### src/rtl/ctl_pkg.sv
// ---------------------------------------------------------------------------
// ctl_pkg
// Shared types, codes and the keyword table for the C token lexer.
// ---------------------------------------------------------------------------
package ctl_pkg;

  localparam int RES_MAX  = 3;
  localparam int KW_COUNT = 34;

  typedef enum logic [2:0] {
    MODE_IDLE   = 3'd0,
    MODE_NUMBER = 3'd1,
    MODE_STRING = 3'd2,
    MODE_CHAR   = 3'd3,
    MODE_IDENT  = 3'd4
  } mode_t;

  typedef enum logic [2:0] {
    KIND_NUMBER  = 3'd0,
    KIND_STRING  = 3'd1,
    KIND_KEYWORD = 3'd2,
    KIND_CHAR    = 3'd3,
    KIND_IDENT   = 3'd4,
    KIND_PUNC    = 3'd5,
    KIND_OP      = 3'd6
  } kind_t;

  typedef struct packed {
    kind_t       kind;
    logic        is_end;
    logic [31:0] start;
    logic [15:0] length;
    logic        unterm;
    logic        last;
  } result_t;

  // first character in the top byte, zero padded
  localparam logic [63:0] KW_TABLE [KW_COUNT] = '{
    {"auto", 32'h0}, {"break", 24'h0}, {"case", 32'h0}, {"char", 32'h0},
    {"const", 24'h0}, {"continue"}, {"default", 8'h0}, {"do", 48'h0},
    {"double", 16'h0}, {"else", 32'h0}, {"enum", 32'h0}, {"extern", 16'h0},
    {"float", 24'h0}, {"for", 40'h0}, {"goto", 32'h0}, {"if", 48'h0},
    {"inline", 16'h0}, {"int", 40'h0}, {"long", 32'h0}, {"register"},
    {"restrict"}, {"return", 16'h0}, {"short", 24'h0}, {"signed", 16'h0},
    {"sizeof", 16'h0}, {"static", 16'h0}, {"struct", 16'h0},
    {"switch", 16'h0}, {"typedef", 8'h0}, {"union", 24'h0},
    {"unsigned"}, {"void", 32'h0}, {"volatile"}, {"while", 24'h0}
  };

  // word holds the first eight bytes, byte 0 in the low bits, unused bytes zero
  function automatic logic kw_match(input logic [63:0] word, input logic [15:0] len);
    logic [63:0] rev;
    logic        hit;
    hit = 1'b0;
    for (int i = 0; i < 8; i++) begin
      rev[8*(7-i) +: 8] = word[8*i +: 8];
    end
    for (int k = 0; k < KW_COUNT; k++) begin
      if (rev == KW_TABLE[k]) begin
        hit = 1'b1;
      end
    end
    return hit && (len != 16'd0) && (len <= 16'd8);
  endfunction

endpackage

### src/rtl/ctl_lexer_core.sv
// ---------------------------------------------------------------------------
// ctl_lexer_core
// Byte classifier and token state; produces up to three results per byte.
// ---------------------------------------------------------------------------
module ctl_lexer_core
  import ctl_pkg::*;
#(
  parameter int KEYWORD_MAX_LEN = 8,
  parameter int OFFSET_BITS     = 32
) (
  input  logic                      clk,
  input  logic                      rst_n,
  input  logic                      step,
  input  logic [7:0]                char_in,
  input  logic                      end_of_text,
  output result_t [RES_MAX-1:0]     res,
  output logic [1:0]                res_count
);

  localparam int PW   = KEYWORD_MAX_LEN * 8;
  localparam int IDXW = $clog2(KEYWORD_MAX_LEN);
  localparam int EXTW = (OFFSET_BITS > 32) ? OFFSET_BITS : 32;

  mode_t                  mode_r, mode_nxt, mid_mode, new_mode;
  logic [OFFSET_BITS-1:0] pos_r, pos_nxt;
  logic [OFFSET_BITS-1:0] start_r, start_nxt, mid_start;
  logic [15:0]            len_r, len_nxt, mid_len, len_inc;
  logic [PW-1:0]          prefix_r, prefix_nxt, mid_prefix;

  logic c_blank, c_digit, c_op, c_punc, c_dq, c_sq;
  logic in_lit, lit_end, cont, close_hit, lit_close, starts;

  function automatic logic [31:0] to32(input logic [OFFSET_BITS-1:0] v);
    logic [EXTW-1:0] ext;
    ext = EXTW'(v);
    return ext[31:0];
  endfunction

  always_comb begin
    c_blank = (char_in == 8'h20) || (char_in == 8'h09) || (char_in == 8'h0A);
    c_digit = (char_in >= "0") && (char_in <= "9");
    c_op    = (char_in inside {"+", "-", "*", "/", "%", "=", "&", "|", "!"});
    c_punc  = (char_in inside {",", ";", "(", ")", "{", "}", "[", "]"});
    c_dq    = (char_in == 8'h22);
    c_sq    = (char_in == 8'h27);
  end

  assign len_inc   = (len_r == 16'hFFFF) ? len_r : len_r + 16'd1;
  assign in_lit    = (mode_r == MODE_STRING) || (mode_r == MODE_CHAR);
  assign lit_end   = ((mode_r == MODE_STRING) && c_dq) || ((mode_r == MODE_CHAR) && c_sq);
  assign lit_close = in_lit && lit_end;
  assign cont      = in_lit ||
                     ((mode_r == MODE_NUMBER) && c_digit) ||
                     ((mode_r == MODE_IDENT) && !(c_blank || c_op || c_punc));
  assign close_hit = ((mode_r == MODE_NUMBER) && !c_digit) ||
                     ((mode_r == MODE_IDENT) && (c_blank || c_op || c_punc));
  assign starts    = !cont && !c_blank && !c_op && !c_punc;

  always_comb begin
    if (c_dq) begin
      new_mode = MODE_STRING;
    end else if (c_sq) begin
      new_mode = MODE_CHAR;
    end else if (c_digit) begin
      new_mode = MODE_NUMBER;
    end else begin
      new_mode = MODE_IDENT;
    end
  end

  // token state after this byte, before the end-of-text flush
  always_comb begin
    mid_mode   = mode_r;
    mid_start  = start_r;
    mid_len    = len_r;
    mid_prefix = prefix_r;
    if (cont) begin
      mid_len = len_inc;
      if (lit_close) begin
        mid_mode = MODE_IDLE;
      end
      if ((mode_r == MODE_IDENT) && (len_r < 16'(KEYWORD_MAX_LEN))) begin
        mid_prefix[len_r[IDXW-1:0]*8 +: 8] = char_in;
      end
    end else if (starts) begin
      mid_mode        = new_mode;
      mid_start       = pos_r;
      mid_len         = 16'd1;
      mid_prefix      = '0;
      mid_prefix[7:0] = char_in;
    end else begin
      mid_mode = MODE_IDLE;
    end
  end

  // next state
  always_comb begin
    if (end_of_text) begin
      mode_nxt   = MODE_IDLE;
      pos_nxt    = '0;
      start_nxt  = '0;
      len_nxt    = '0;
      prefix_nxt = '0;
    end else begin
      mode_nxt   = mid_mode;
      pos_nxt    = pos_r + OFFSET_BITS'(1);
      start_nxt  = mid_start;
      len_nxt    = mid_len;
      prefix_nxt = mid_prefix;
    end
  end

  always_ff @(posedge clk) begin
    if (!rst_n) begin
      mode_r   <= MODE_IDLE;
      pos_r    <= '0;
      start_r  <= '0;
      len_r    <= '0;
      prefix_r <= '0;
    end else if (step) begin
      mode_r   <= mode_nxt;
      pos_r    <= pos_nxt;
      start_r  <= start_nxt;
      len_r    <= len_nxt;
      prefix_r <= prefix_nxt;
    end
  end

  // results: closed token, single-char or flushed token, end marker
  always_comb begin
    result_t    ra, rb, rc;
    logic       va, vb, vc;
    logic [1:0] n;
    ra = '0;
    rb = '0;
    rc = '0;
    va = close_hit || lit_close;
    ra.start  = to32(start_r);
    ra.length = lit_close ? len_inc : len_r;
    case (mode_r)
      MODE_NUMBER: ra.kind = KIND_NUMBER;
      MODE_STRING: ra.kind = KIND_STRING;
      MODE_CHAR:   ra.kind = KIND_CHAR;
      MODE_IDENT:  ra.kind = kw_match(prefix_r[63:0], len_r) ? KIND_KEYWORD : KIND_IDENT;
      default:     ra.kind = KIND_NUMBER;
    endcase

    vb = 1'b0;
    if (!cont && (c_punc || c_op)) begin
      vb        = 1'b1;
      rb.kind   = c_punc ? KIND_PUNC : KIND_OP;
      rb.start  = to32(pos_r);
      rb.length = 16'd1;
    end else if (end_of_text && (mid_mode != MODE_IDLE)) begin
      vb        = 1'b1;
      rb.start  = to32(mid_start);
      rb.length = mid_len;
      case (mid_mode)
        MODE_NUMBER: rb.kind = KIND_NUMBER;
        MODE_STRING: rb.kind = KIND_STRING;
        MODE_CHAR:   rb.kind = KIND_CHAR;
        MODE_IDENT:  rb.kind = kw_match(mid_prefix[63:0], mid_len) ? KIND_KEYWORD : KIND_IDENT;
        default:     rb.kind = KIND_NUMBER;
      endcase
      rb.unterm = (mid_mode == MODE_STRING) || (mid_mode == MODE_CHAR);
    end

    vc        = end_of_text;
    rc.is_end = 1'b1;
    rc.last   = 1'b1;

    // pack valid results to the low slots
    res = '0;
    n   = 2'd0;
    if (va) begin
      ra.last = !vb && !vc;
      res[n]  = ra;
      n       = n + 2'd1;
    end
    if (vb) begin
      rb.last = !vc;
      res[n]  = rb;
      n       = n + 2'd1;
    end
    if (vc) begin
      res[n] = rc;
      n      = n + 2'd1;
    end
    res_count = n;
  end

endmodule

### src/rtl/ctl_result_queue.sv
// ---------------------------------------------------------------------------
// ctl_result_queue
// Four-entry shift queue: takes up to three results a cycle, hands out one.
// ---------------------------------------------------------------------------
module ctl_result_queue
  import ctl_pkg::*;
(
  input  logic                  clk,
  input  logic                  rst_n,
  input  result_t [RES_MAX-1:0] push_res,
  input  logic [1:0]            push_n,
  output logic                  room,
  output logic                  head_valid,
  output result_t               head,
  input  logic                  pop_ready
);

  localparam int QDEPTH = 4;
  localparam int CW     = $clog2(QDEPTH + 1);

  result_t [QDEPTH-1:0] q_r, q_nxt;
  logic [CW-1:0]        count_r, count_nxt, base;
  logic                 pop;

  assign head_valid = (count_r != '0);
  assign head       = q_r[0];
  assign pop        = head_valid && pop_ready;
  // a byte may bring three results
  assign room       = (count_r <= CW'(QDEPTH - RES_MAX));
  assign base       = count_r - CW'(pop);
  assign count_nxt  = base + CW'(push_n);

  always_comb begin
    logic [CW-1:0] rel;
    for (int j = 0; j < QDEPTH; j++) begin
      if (pop && (j < QDEPTH - 1)) begin
        q_nxt[j] = q_r[j+1];
      end else begin
        q_nxt[j] = q_r[j];
      end
      rel = CW'(j) - base;
      if ((CW'(j) >= base) && (rel < CW'(push_n))) begin
        q_nxt[j] = push_res[rel[1:0]];
      end
    end
  end

  always_ff @(posedge clk) begin
    if (!rst_n) begin
      count_r <= '0;
    end else begin
      count_r <= count_nxt;
    end
  end

  always_ff @(posedge clk) begin
    q_r <= q_nxt;
  end

endmodule

### src/rtl/c_token_lexer_unit.sv
// ---------------------------------------------------------------------------
// c_token_lexer_unit
// Streaming C lexer: one source byte per beat in, one token per beat out.
// ---------------------------------------------------------------------------
// output: a byte's results are registered in the result queue and leave from its head
// throughput: one byte per cycle while each byte yields at most one token and
//   out_tready stays high; a byte yielding two or three tokens holds in_tready
//   low until the four-entry result queue drains to one entry
// reset: synchronous; lexer returns to idle, offset to zero, queue empties
module c_token_lexer_unit
  import ctl_pkg::*;
#(
  parameter int KEYWORD_MAX_LEN = 8,
  parameter int OFFSET_BITS     = 32
) (
  input  logic        clk,
  input  logic        rst_n,
  input  logic        in_tvalid,
  output logic        in_tready,
  input  logic [7:0]  in_tdata,   // char_in
  input  logic        in_tlast,   // end_of_text
  output logic        out_tvalid,
  input  logic        out_tready,
  output logic [55:0] out_tdata,  // token_start[31:0], token_length[47:32],
                                  // unterminated[48], zero fill
  output logic [3:0]  out_tuser,  // token_kind[2:0], is_end_token[3]
  output logic        out_tlast   // last_result
);

  result_t [RES_MAX-1:0] res;
  logic [1:0]            res_count;
  logic                  in_fire;
  result_t               head;

  assign in_fire = in_tvalid && in_tready;

  ctl_lexer_core #(
    .KEYWORD_MAX_LEN (KEYWORD_MAX_LEN),
    .OFFSET_BITS     (OFFSET_BITS)
  ) u_core (
    .clk         (clk),
    .rst_n       (rst_n),
    .step        (in_fire),
    .char_in     (in_tdata),
    .end_of_text (in_tlast),
    .res         (res),
    .res_count   (res_count)
  );

  ctl_result_queue u_queue (
    .clk        (clk),
    .rst_n      (rst_n),
    .push_res   (res),
    .push_n     (in_fire ? res_count : 2'd0),
    .room       (in_tready),
    .head_valid (out_tvalid),
    .head       (head),
    .pop_ready  (out_tready)
  );

  assign out_tdata = {7'd0, head.unterm, head.length, head.start};
  assign out_tuser = {head.is_end, head.kind};
  assign out_tlast = head.last;

  a_empty_ready: assert property (@(posedge clk) disable iff (!rst_n)
    !out_tvalid |-> in_tready)
    else $error("queue empty but input stalled");

  a_end_delivers: assert property (@(posedge clk) disable iff (!rst_n)
    in_tvalid && in_tready && in_tlast |=> out_tvalid)
    else $error("final byte produced no result");

  a_end_beat: assert property (@(posedge clk) disable iff (!rst_n)
    out_tvalid && out_tuser[3] |-> out_tlast && (out_tdata == 56'd0) &&
    (out_tuser[2:0] == 3'd0))
    else $error("malformed end marker beat");

endmodule
### config.mk
export PLATFORM = sky130hd
export DESIGN_NAME = c_token_lexer_unit
export DESIGN_NICKNAME = d
export VERILOG_FILES = /design/src/rtl/ctl_pkg.sv /design/src/rtl/ctl_lexer_core.sv /design/src/rtl/ctl_result_queue.sv /design/src/rtl/c_token_lexer_unit.sv
export SDC_FILE = /design/constraint.sdc
export NUM_CORES = 1
export LEC_CHECK = 0
export BUFFER_PORTS_ARGS = -buffer_cell sky130_fd_sc_hd__buf_2
export CAP_MARGIN = 40
export CORE_UTILIZATION = 35
export CTS_CLUSTER_SIZE = 20
export DETAILED_ROUTE_END_ITERATION = 10
export PLACE_DENSITY = 0.63
export SLEW_MARGIN = 15
export SYNTH_ARGS = -nofsm -noshare
export SYNTH_HDL_FRONTEND = slang
export SYNTH_SLANG_ARGS = --single-unit
### constraint.sdc
create_clock -name clk -period 8.9 [get_ports clk]
set_input_delay 0.89 -clock clk [delete_from_list [all_inputs] [get_ports clk]]
set_output_delay 0.89 -clock clk [all_outputs]
set_load 0.05 [all_outputs]
==> results.ini <==
[timing]
rsz0062_at_grt = false
setup_viol = 0
skew_ns = 0.0262
maxSlewViolCount = 0
period_share_pct = 77.6
max_freq_mhz = 145
slew_headroom_pct = 32.6
tns_ns = 0
finalHoldViolCount = 0
tightestPinTransition_ns = 1.01
min_period_ns = 6.90

[yosys]
synthArstFlopShare_pct = 0
synth_top_area_share_pct = 26.3
netlist_instances = 2956
synthesis.area_mm2 = 0.0247
ys_warn_count = 0
synth_edf_count = 216
yosys-top-cells-area = edfxtp_1 (26%), dfxtp_1 (12%), nand2_1 (6.1%), a22o_1 (5.3%), nor2_1 (4.3%)
yosys.area.top_type = edfxtp_1
syn_area_per_cell_um2 = 8.35
yosysSeqAreaShare_pct = 38.5
yosysUniqueCellTypes = 111
ys_ff_latch = 366
synth_ff_type = edfxtp_1

[hold_path]
min_from = u_queue.q_r[176]
whs_path_depth = 2
min_to = u_queue.q_r[122]
hp-class = reg -> reg

[placement]
place_area_mm2 = 0.0256
place_hpwl_um = 72600
gp_congestion = 1.07
io_buffers = 68

[detailed_routing]
dr.first_iter.drc_count = 3461
vias_per_cell = 6.25
routed-via-count = 24100
first_pass_iters = 7
drc = 0
detail-route-antenna-nets = 0
wl_um = 97800
wire_per_inst_um = 25.4

[power]
max-vdd-ir-drop_v = 0.000434
p_per_area_mw_per_mm2 = 281
leakagePower_nw = 8.59

[cells_and_area]
n_fill_cell = 7074
layout.nets = 2931
multiInputGateArea_mm2 = 0.0139
mostFrequentLayoutCell = nand2_1
final_cell_mix = nand2_1 (400), nor2_1 (277), edfxtp_1 (216)
layout-drive-gt1-share_pct = 10.5
design_area_mm2 = 0.0269
regArea_mm2 = 0.00949
area_growth_pct = 9.21

[die]
row_count = 96
die_h_um = 268
die_area_mm2 = 0.0716
die_w_um = 268
pin_count = 76
coreArea_mm2 = 0.0692
start_util_pct = 35.7

[flow_run]
maxCapViolCount = 0

[clocking]
root_buffer = clkbuf_16
numCtsBuffers = 42
postCtsSetupBuffers = 0
cts-htree-levels = 2
cts_tree = yes
path_clk_slew_ns = 0.06
cts_resized = 0
clk_path_buf_depth = 3
clock_sinks = 366
ctsHoldBuffers = 0
clk_latency_ns = 0.60

[global_route]
antenna_found_initial = 0
grt.overflow.total = 0
grt.total_usage_pct = 26.8
first_global_vias = 22600
grt_pass1_wl_um = 146000
grt_max_degree = 102

[critical_path]
cp_max_fo = 30
crit_path_end_kind = register
r2r-end = u_queue.head[52]
rr_worst_depth = 18
required_ns = 9.15
start_kind = input pin
crit_type = in -> reg
reg2reg_from = u_core.len_r[0]
cp.arrival_ns = 7.15
r2r_setup_slack_ns = 2.06

[outcome]
outcome = completed

## synthesized netlist by cell type (all sizes together) (92+ instances only)
master and n:
a22o 148, a21oi 110, dfxtp 150, clkbuf 152
nor3 101, nor2 285, nand3 118, nor2b 129
o21ai 232, a22oi 92, edfxtp 216, buf 111
nand2 406
## worst max-delay path by stage
stage / cells after the start / end / from
floorplan: 19 / u_queue.q_r[162] / in_tdata[7]
global placement: 20 / u_queue.q_r[143] / in_tdata[3]
detailed placement: 19 / u_queue.q_r[143] / in_tdata[3]
CTS: 19 / u_queue.q_r[132] / in_tdata[3]
global route: 19 / u_queue.q_r[132] / in_tdata[3]
finish: 19 / u_queue.q_r[132] / in_tdata[3]
## cells by family (layout without fill, tap and decap cells)
logic type / Yosys count / in the layout / share of synthesized area, %
mux: 22 / 22 / 1.02
compound gates: 806 / 806 / 23.2
fa+ha+maj: 25 / 25 / 1.33
simple gates: 1388 / 1388 / 28.5
other cells: 1 / 9 / 0.0152
xor+xnor: 50 / 50 / 1.77
buf+inv: 298 / 260 / 5.75
flops: 366 / 366 / 38.5
## critical path, stage by stage
cell and delay (ns):
buf_2 0.49, nor2b_1 0.41, a32o_1 0.57, nor3_2 0.08, buf_4 0.23, a21oi_1 0.15
a311oi_1 0.11, o31ai_2 0.77, nand2_1 0.30, inv_1 0.20, ha_1 0.16, nand2_1 0.05
o21ai_0 0.09, nand2b_1 0.25, ha_1 0.28, a21oi_1 0.18, nand3_2 0.57, nand2_2 0.87
buf_4 0.46
## registers in the layout, summed over array words and instances (netlist names)
| register | cells |
|---|---|
| u_core.pos_r | 32 |
| u_queue.count_r | 3 |
| u_core.start_r | 32 |
| u_queue.q_r | 162 |
| u_core.mode_r | 3 |
| u_core.prefix_r | 64 |
| u_core.len_r | 16 |
| u_queue.head | 54 |
## power by group
part	switching (W)	total, W	internal (W)
registers	0.000145	0.00291	0.00276
logic	0.00221	0.00301	0.000801
clock network	0.000735	0.00165	0.000911
## layout make-up
class                   count  share of cell area (%)
well taps                 931                    4.32
clock buffers              48                    4.02
repair buffers            150                    3.70
multi-input cells        2298                    51.4
diodes                      2                  0.0186
flip-flops and latches    366                    35.2
clock inverters            27                   0.789
inverters                  35                   0.488
## per-layer routing
metal  track usage (%)  vias to the layer above  wire length, um
met5                 0                        -                0
met4              14.3                        0             5940
met3              6.66                      348            10400
met2              40.1                     1440            41200
met1              35.5                    11500            40200
li1                  -                    10800                -
## metrics by stage
| step | std cells | util (%) | power, W | setup WS [ns] | hold slack [ns] |
|---|---|---|---|---|---|
| global route | 3855 | 38.9 | 0.00801 | 1.55 | 0.532 |
| finish | 3857 | 38.9 | 0.00756 | 2.00 | 0.519 |
| detailed placement | 3777 | 37.0 | 0.00595 | 1.51 | 0.508 |
| global placement | 3760 | 36.8 | 0.00588 | 1.55 | 0.496 |
| floorplan | 2962 | - | 0.00531 | 0.283 | 0.480 |
| CTS | 3852 | 38.9 | 0.00761 | 2.11 | 0.521 |
No activity file was read; power rests on OpenSTA's default activity.
